<file path="src/vdp_pkg.sv">
// vdp_pkg: constants and types shared by the vga dac palette and its checker
// no dependencies

package vdp_pkg;

  // default palette depth
  localparam int unsigned PALETTE_ENTRIES_DEFAULT = 256;

  // i/o port addresses of the dac
  localparam logic [15:0] PORT_INDEX = 16'h03C8;
  localparam logic [15:0] PORT_DATA  = 16'h03C9;

  localparam int unsigned CHAN_W  = 6;
  localparam int unsigned LEVEL_W = 8;
  localparam int unsigned ENTRY_W = 3 * CHAN_W;

  // item kinds carried on tuser
  localparam logic KIND_PORT_WRITE = 1'b0;
  localparam logic KIND_LOOKUP     = 1'b1;

  // input word: port_address, data_value, pixel_index from bit 0 up
  localparam int unsigned S_TDATA_W = 32;
  // output word: red, green, blue levels from bit 0 up
  localparam int unsigned M_TDATA_W = 24;

  typedef logic [CHAN_W-1:0] chan_t;
  typedef logic [LEVEL_W-1:0] level_t;

  // 6-bit channel to 8-bit level
  function automatic level_t chan_to_level(input chan_t c);
    return {c, 2'b00};
  endfunction

endpackage

</file>
<file path="src/vga_dac_palette.sv">
// vga_dac_palette: 6-bit rgb colour palette with port-write programming
// and a pixel lookup path; depends on vdp_pkg

// The slave stream takes one word per cycle unless stalled. tuser selects the
// kind: a port write (0) or a pixel lookup (1). A port write to 0x3C8 loads
// the entry index and arms the write sequence; the next three writes to 0x3C9
// give red, green and blue (low 6 bits kept), and the blue write stores the
// entry. There is no auto-increment. Data writes while not armed, and writes
// to any other port, are ignored; a port write never gives a result word. A
// lookup gives one result word with each channel of the entry shifted left by
// two; an index at or above PALETTE_ENTRIES reads as black. The palette sits
// in a single-port synchronous memory, written on the store and read on the
// lookup with a registered read. A per-entry valid flag, cleared by
// reset, makes never-written entries read as the power-on grey ramp (entry i:
// every channel i mod 64), so no clearing pass is needed after reset and the
// block is ready on the first cycle out of reset. Throughput is one word per
// cycle when not stalled, set by the single memory port: one read or one
// write per cycle. A lookup goes through a read stage and then an output
// register to the master stream; the two keep the input open while a result
// waits, and the input stalls only when both are full. As each word is
// either a read or a write, a store and a later lookup of the same entry
// never meet in one cycle and need no forwarding.

module vga_dac_palette #(
  parameter int unsigned PALETTE_ENTRIES = vdp_pkg::PALETTE_ENTRIES_DEFAULT
) (
  input  logic                           clk,
  input  logic                           rst,
  // slave stream
  input  logic                           s_axis_tvalid,
  output logic                           s_axis_tready,
  // [15:0] port_address, [23:16] data_value, [31:24] pixel_index
  input  logic [vdp_pkg::S_TDATA_W-1:0]  s_axis_tdata,
  // [0] kind
  input  logic                           s_axis_tuser,
  // master stream
  output logic                           m_axis_tvalid,
  input  logic                           m_axis_tready,
  // [7:0] red_level, [15:8] green_level, [23:16] blue_level
  output logic [vdp_pkg::M_TDATA_W-1:0]  m_axis_tdata
);

  localparam int unsigned IDX_W = (PALETTE_ENTRIES > 1) ? $clog2(PALETTE_ENTRIES) : 1;
  localparam logic [8:0]  ENTRIES_9 = 9'(PALETTE_ENTRIES);

  typedef enum logic [1:0] {
    WS_IDLE,
    WS_RED,
    WS_GREEN,
    WS_BLUE
  } wstage_t;

  // input word fields
  logic [15:0] port_address;
  logic [7:0]  data_value;
  logic [7:0]  pixel_index;

  assign port_address = s_axis_tdata[15:0];
  assign data_value   = s_axis_tdata[23:16];
  assign pixel_index  = s_axis_tdata[31:24];

  // handshake and flow control
  logic in_acc;
  logic lookup_acc;
  logic write_acc;
  logic rd_move;

  // write sequencer
  wstage_t             write_stage;
  logic [7:0]          write_index;
  vdp_pkg::chan_t      held_red;
  vdp_pkg::chan_t      held_green;
  logic                store_en;

  // palette memory and per-entry written flags
  logic [vdp_pkg::ENTRY_W-1:0] palette_mem [PALETTE_ENTRIES];
  logic [PALETTE_ENTRIES-1:0]  entry_valid;
  logic [vdp_pkg::ENTRY_W-1:0] rdata;

  // read stage, lines up with the memory read data
  logic           rd_valid;
  logic           rd_in_range;
  logic           rd_written;
  vdp_pkg::chan_t rd_ramp;

  // output register
  logic              out_valid;
  vdp_pkg::level_t   red_level;
  vdp_pkg::level_t   green_level;
  vdp_pkg::level_t   blue_level;

  vdp_pkg::chan_t    sel_red;
  vdp_pkg::chan_t    sel_green;
  vdp_pkg::chan_t    sel_blue;

  // read stage drains when the output register is empty or being taken
  assign rd_move       = rd_valid && (!out_valid || m_axis_tready);
  assign s_axis_tready = !rd_valid || rd_move;
  assign in_acc        = s_axis_tvalid && s_axis_tready;
  assign lookup_acc    = in_acc && (s_axis_tuser == vdp_pkg::KIND_LOOKUP);
  assign write_acc     = in_acc && (s_axis_tuser == vdp_pkg::KIND_PORT_WRITE);

  // blue data write completes the sequence; out-of-range stores are dropped
  assign store_en = write_acc && (port_address == vdp_pkg::PORT_DATA)
                    && (write_stage == WS_BLUE)
                    && ({1'b0, write_index} < ENTRIES_9);

  // write sequencer
  always_ff @(posedge clk) begin
    if (rst) begin
      write_stage <= WS_IDLE;
      write_index <= '0;
      held_red    <= '0;
      held_green  <= '0;
    end else if (write_acc) begin
      if (port_address == vdp_pkg::PORT_INDEX) begin
        write_index <= data_value;
        write_stage <= WS_RED;
      end else if (port_address == vdp_pkg::PORT_DATA) begin
        unique case (write_stage)
          WS_RED: begin
            held_red    <= data_value[vdp_pkg::CHAN_W-1:0];
            write_stage <= WS_GREEN;
          end
          WS_GREEN: begin
            held_green  <= data_value[vdp_pkg::CHAN_W-1:0];
            write_stage <= WS_BLUE;
          end
          WS_BLUE: begin
            write_stage <= WS_IDLE;
          end
          default: begin
            write_stage <= WS_IDLE;
          end
        endcase
      end
    end
  end

  // palette memory, one port: write on store, registered read on lookup
  always_ff @(posedge clk) begin
    if (store_en) begin
      palette_mem[write_index[IDX_W-1:0]] <=
        {held_red, held_green, data_value[vdp_pkg::CHAN_W-1:0]};
    end
    if (lookup_acc) begin
      rdata <= palette_mem[pixel_index[IDX_W-1:0]];
    end
  end

  // written flags, cleared by reset
  always_ff @(posedge clk) begin
    if (rst) begin
      entry_valid <= '0;
    end else if (store_en) begin
      entry_valid[write_index[IDX_W-1:0]] <= 1'b1;
    end
  end

  // read stage
  always_ff @(posedge clk) begin
    if (rst) begin
      rd_valid <= 1'b0;
    end else if (lookup_acc) begin
      rd_valid <= 1'b1;
    end else if (rd_move) begin
      rd_valid <= 1'b0;
    end
  end

  always_ff @(posedge clk) begin
    if (lookup_acc) begin
      rd_in_range <= ({1'b0, pixel_index} < ENTRIES_9);
      rd_written  <= entry_valid[pixel_index[IDX_W-1:0]];
      // grey ramp value of a never-written entry
      rd_ramp     <= pixel_index[vdp_pkg::CHAN_W-1:0];
    end
  end

  // pick stored, ramp or black
  always_comb begin
    if (!rd_in_range) begin
      sel_red   = '0;
      sel_green = '0;
      sel_blue  = '0;
    end else if (rd_written) begin
      sel_red   = rdata[3*vdp_pkg::CHAN_W-1:2*vdp_pkg::CHAN_W];
      sel_green = rdata[2*vdp_pkg::CHAN_W-1:vdp_pkg::CHAN_W];
      sel_blue  = rdata[vdp_pkg::CHAN_W-1:0];
    end else begin
      sel_red   = rd_ramp;
      sel_green = rd_ramp;
      sel_blue  = rd_ramp;
    end
  end

  // output register
  always_ff @(posedge clk) begin
    if (rst) begin
      out_valid <= 1'b0;
    end else if (rd_move) begin
      out_valid <= 1'b1;
    end else if (m_axis_tready) begin
      out_valid <= 1'b0;
    end
  end

  always_ff @(posedge clk) begin
    if (rd_move) begin
      red_level   <= vdp_pkg::chan_to_level(sel_red);
      green_level <= vdp_pkg::chan_to_level(sel_green);
      blue_level  <= vdp_pkg::chan_to_level(sel_blue);
    end
  end

  assign m_axis_tvalid = out_valid;
  assign m_axis_tdata  = {blue_level, green_level, red_level};

endmodule

</file>
<file path="config.mk">
export PLATFORM = sky130hd
export DESIGN_NAME = vga_dac_palette
export DESIGN_NICKNAME = d
export VERILOG_FILES = /design/src/vdp_pkg.sv /design/src/vga_dac_palette.sv
export SDC_FILE = /design/constraint.sdc
export NUM_CORES = 2
export LEC_CHECK = 0
export BUFFER_PORTS_ARGS = -buffer_cell sky130_fd_sc_hd__buf_2
export CORE_MARGIN = 3
export CORE_UTILIZATION = 50
export DETAILED_ROUTE_END_ITERATION = 6
export MAX_ROUTING_LAYER = met4
export PLACE_DENSITY = 0.65
export RECOVER_POWER = 50
export SLEW_MARGIN = 20
export SYNTH_ARGS = -nofsm -noshare
export SYNTH_HDL_FRONTEND = slang
export SYNTH_MEMORY_MAX_BITS = 65536
export SYNTH_SLANG_ARGS = --single-unit
</file>
<file path="constraint.sdc">
create_clock -name clk -period 4 [get_ports clk]
set_input_delay 0.4 -clock clk [delete_from_list [all_inputs] [get_ports clk]]
set_output_delay 0.4 -clock clk [all_outputs]
set_load 0.02 [all_outputs]
</file>
# Word-level counts from Yosys, hierarchy flattened
# Memories as Yosys holds them, arrays and structs flattened. A register that Yosys moved wholly into a read port is not among the register bits.
# Index checks and enable logic that the tools add are counted.
totals:
  reg_bits: 305
  latch_bits: 0
  rom_bits: 0
  mem_count: 1
  mem_bits_rw: 4608
  word_cells: 58
  in_bits: 37
  out_inout_bits: 26
memory_table:
  columns: ["name", "depth", "word_bits", "read_ports", "rd_clocked_by_memory_dff", "write_ports", "line", "rtl"]
  rows:
  - ["palette_mem", 256, 18, 1, 1, 1, "vga_dac_palette.sv:76", "logic [vdp_pkg::ENTRY_W-1:0] palette_mem [PALETTE_ENTRIES];"]
op_classes:
  mux: 16
  addsub: 0
  n_shift: 0
  n_bitwise: 3
  mul: 0
  n_eq_ne: 5
  reduce_logical: 18
  order_cmp: 3
  div: 0
op_table:
  columns: ["cell", "count"]
  rows:
  - ["$or 256x256->256", 1]
  - ["$eq 16x10->1 const B", 2]
  - ["$lt 8x9->1 const B", 2]
  - ["$mux 6", 3]
  - ["$bmux 1 s8", 1]
  - ["$demux 1 s8", 1]
  - ["$ge 8x1->1 const B", 1]
  - ["$mux 1", 8]
  - ["$reduce_and 4->1", 2]
  - ["$logic_and 1x1->1", 7]
  - ["$reduce_bool 2->1", 3]
  - ["$eq 2x2->1 const B", 2]
  - ["$mux 2", 2]
  - ["$pmux 2 s2", 1]
  - ["$reduce_and 2->1", 2]
  - ["$eq 2x1->1 const B", 1]
  - ["$logic_not 1->1", 2]
  - ["$logic_or 1x1->1", 2]
  - ["$not 1->1", 2]

# Depth between registers and ports, before layout
logic_depth:
  depth_word: 10
  mapped_depth: 12
  ltp_nobuf: 7

# Worst setup path after synthesis
# No wires, ideal clock.
synth_path:
  path_type: "reg-to-reg"
  startpoint: "reg held_green[4]"
  endpoint: "mem palette_mem[0][10] (netlist bit), data pin"
  path_buffers: 0
  t_required_ns: 3.144
  slack_ns: -0.253
  synth_period_minus_slack_ns: 4.253
  setup_time_ns: 0.856
  arrival_ns: 3.397
  stages_incl_launch_ff: 1
  path_cell_list: "dfxtp_1"
synth_lines:
  columns: ["element", "line", "rtl"]
  rows:
  - ["from (decl)", "vga_dac_palette.sv:72", "vdp_pkg::chan_t held_green;"]
  - ["from (signal assigned)", "vga_dac_palette.sv:126", "held_green <= data_value[vdp_pkg::CHAN_W-1:0];"]
  - ["to (decl)", "vga_dac_palette.sv:76", null]
# Straight into the memory's write port.

# Worst setup path after layout
layout_path:
  startpoint: "in s_axis_tdata[18] (netlist bit)"
  endpoint: "mem palette_mem[40][2] (netlist bit), data pin"
layout_lines:
  columns: ["element", "line", "rtl"]
  rows:
  - ["from (decl)", "vga_dac_palette.sv:33", "input logic [vdp_pkg::S_TDATA_W-1:0] s_axis_tdata,"]
# Straight into the memory's write port.

==> results.sh <==
export IMPL_status="finished with violations"
export IMPL_violations="max-capacitance violations, max-slew violations"
export IMPL_detailroute_wirelength_met3_microns=44860
export IMPL_yosysMostFrequentCell="edfxtp_1"
export IMPL_critPathLaunchType="input pin"
export IMPL_reg2reg_slack_ns=0.40
export IMPL_area_growth_pct=13.47
export IMPL_core_area_sq_um=376400
export IMPL_max_freq_ghz=0.2768
export IMPL_drt_iter0_markers=12620
export IMPL_multi_input_area_sq_um=41470
export IMPL_ys_seq_elements=4931
export IMPL_ys_warn_count=0
export IMPL_finalHoldViolations=0
export IMPL_fin_area_sq_um=214900
export IMPL_fin_nets=10130
export IMPL_ctsRootBufferMaster="clkbuf_16"
export IMPL_synthFlopType="edfxtp_1"
export IMPL_register_area_sq_um=145300
export IMPL_critical_path_required_ns=4.66
export IMPL_startpoint="s_axis_tdata[18]"
export IMPL_rows=225
export IMPL_cts_tree="built"
export IMPL_clock_latency_ns=1.00
export IMPL_p_per_area_nw_per_um2=475.5
export IMPL_htreeDepth=5
export IMPL_hp_class="input pin to flop"
export IMPL_post_cts_resized=0
export IMPL_dpl_cell_area_sq_um=200400
export IMPL_synth_area_leader_cell="edfxtp_1"
export IMPL_cts_sinks=4931
export IMPL_route_met2_wl_microns=232900
export IMPL_yosys_top_cells_area="edfxtp_1 74%, mux4_2 11%, mux2i_1 4.5%"
export IMPL_leakage_nw=69.37
export IMPL_syn_mean_instance_area_sq_um=20.14
export IMPL_setup_viol=0
export IMPL_num_vias=97330
export IMPL_report_power_total_mw=102.2
export IMPL_r2r_cells=1
export IMPL_grt_max_degree=141
export IMPL_maxUsedRoutingLayer="met4"
export IMPL_max_slew_margin_pct=-145.2
export IMPL_ys_top_cells_by_count="4651 x edfxtp_1, 912 x mux4_2, 856 x mux2i_1, 817 x nor2_1, 377 x o221ai_1"
export IMPL_ys_seq_area_share_pct=76.69
export IMPL_die_area_sq_um=386300
export IMPL_clk_pin_slew_ns=0.06
export IMPL_antenna_found_initial=14
export IMPL_track_usage_pct=26.07
export IMPL_cp_arrival_ns=4.27
export IMPL_drt_met1_wl_microns=194600
export IMPL_synth_cell_type_count=48
export IMPL_async_flop_share_pct=0
export IMPL_maxCapViolations=28
export IMPL_synth_area_sq_um=189400
export IMPL_synth_edff_count=4651
export IMPL_clockBufferDepth=4
export IMPL_grt_overflow=0
export IMPL_fin_skew_ns=0.06621
export IMPL_drc=0
export IMPL_place_gp_congestion=0.8803
export IMPL_finalCriticalPeriod_ns=3.612
export IMPL_start_util_pct=50.33
export IMPL_fillers=27310
export IMPL_irDropWorstVdd_mv=0.4623
export IMPL_vias_per_cell=6.281
export IMPL_routedWlPerCell_microns=31.90
export IMPL_synth_cells=9405
export IMPL_dr_pass1_iters=6
export IMPL_cp_endpoint="palette_mem[40][2]"
export IMPL_worstPathMaxFanout=57
export IMPL_routed_wl_microns=494400
export IMPL_grt_pass1_wl_microns=707000
export IMPL_synth_top_area_share_pct=73.73
export IMPL_worst_pin_slew_ns=3.678
export IMPL_portBuffers=56
export IMPL_r2r_start="held_red[1]"
export IMPL_maxSlewViolCount=1893
export IMPL_first_global_vias=96060
export IMPL_rsz0062_at_grt="false"
export IMPL_num_io_pins=63
export IMPL_cp_end_kind="flop"
export IMPL_worst_slack_ns=0.3879
export IMPL_die_y_microns=621.5
export IMPL_reg2reg_to="palette_mem[9][13]"
export IMPL_dieWidth_microns=621.5
export IMPL_critPathKind="input pin to flop"
export IMPL_ant_nets=0
export IMPL_post_route_period_util_pct=90.30
export IMPL_numCtsBuffers=475
export IMPL_hpwl_microns=293200
export IMPL_drive_gt1_share_pct=24.10
export IMPL_pre_cts_ws_ns=-0.01382
[critical path, cell delays in order]
cell and delay [ns]:
dlygate4sd3_1 0.52, clkbuf_1 2.41, buf_4 0.79
[cell usage in the layout (no fill, tap or decap), types with 7 or more instances in the layout]
cell	instances
a22oi_1	36
nand4_1	7
inv_6	10
clkinv_1	92
buf_2	24
mux4_2	912
clkbuf_1	177
dlygate4sd3_1	18
clkbuf_8	36
nor4_1	21
bufinv_16	16
inv_1	7
dfxtp_1	279
o221ai_1	377
o21ai_0	79
clkinv_2	91
nand2_1	62
diode_2	11
nand2_2	9
o311ai_1	12
o22ai_1	248
nor2_2	211
clkinvlp_4	9
a22o_1	20
nor2_1	605
edfxtp_1	4651
nor3_1	98
clkinv_8	7
buf_4	527
nand2b_1	13
nand4b_1	8
a21oi_1	258
clkbuf_2	27
mux2i_1	856
buf_12	126
clkbuf_16	480
[per-layer routing]
| layer | track usage [%] | up-vias |
|---|---|---|
| li1 | - | 40350 |
| met3 | 4.296 | 840 |
| met1 | 35.96 | 51360 |
| met2 | 39.35 | 4778 |
| met4 | 10.06 | 0 |
| met5 | - | - |
[kinds of logic (layout without fill, tap and decap cells)]
logic type               after synthesis  in the layout  share of synthesized area (%)
AO/OA/AOI/OAI                       1040           1040                          3.792
multiplexers                        1768           1768                          15.37
adder cells (fa/ha/maj)                3              3                        0.01982
flip-flops                          4931           4931                          76.69
other                                  1             17                       0.001980
AND/OR/NAND/NOR                     1082           1082                          2.363
buffers and inverters                580           1661                          1.768
[state kept, by name, summed over array words and instances, names as in the netlist]
register	count
palette_mem	4608
rd_valid	1
rd_written	1
rd_ramp	6
held_red	6
rdata	18
red_level	6
write_stage	2
entry_valid	256
m_axis_tvalid	1
blue_level	6
green_level	6
write_index	8
held_green	6
[cell type report]
class | instances | area share (%)
clock buffer | 647 | 6.048
antenna | 11 | 0.01281
sequential | 4931 | 67.59
tap | 4994 | 2.907
timing repair buffer | 772 | 3.320
multi-input combinational | 3899 | 19.29
clock inverter | 233 | 0.8097
inverter | 9 | 0.02154
[report_power, final]
group | internal [mW] | switching, mW
registers | 55.9 | 0.0199
logic | 1.32 | 2.43
clock network | 23.7 | 18.8
[through the flow]
step | hold WS, ns | setup TNS [ns] | util, % | cells
after floorplan | 0.4315 | 0 | - | 9410
after global placement | 0.4419 | -112.74 | 53.23 | 14580
after detailed placement | 0.4532 | -0.01382 | 53.25 | 14590
after CTS | 0.004505 | 0 | 57.21 | 15480
after global routing | 0.08003 | 0 | 57.10 | 15490
final | 0.07405 | 0 | 57.10 | 15500
[repair_timing]
action	4_1_cts	5_1_grt
endpoints found under the hold margin	269	0
setup buffers	0	1
setup endpoints to repair	0	29
hold buffers	18	0
[how the worst min path moves through the flow]
stage	to	slack [ns]	from	cells after the start
after floorplan	entry_valid[10]	0.43	entry_valid[10]	2
after global placement	entry_valid[58]	0.44	entry_valid[58]	2
after detailed placement	entry_valid[176]	0.45	entry_valid[176]	2
after CTS	write_stage[1]	0.005	s_axis_tdata[2]	5
after global routing	write_stage[1]	0.08	s_axis_tdata[5]	5
final	write_stage[1]	0.07	s_axis_tdata[12]	5
(Power assumes the default switching activity.)
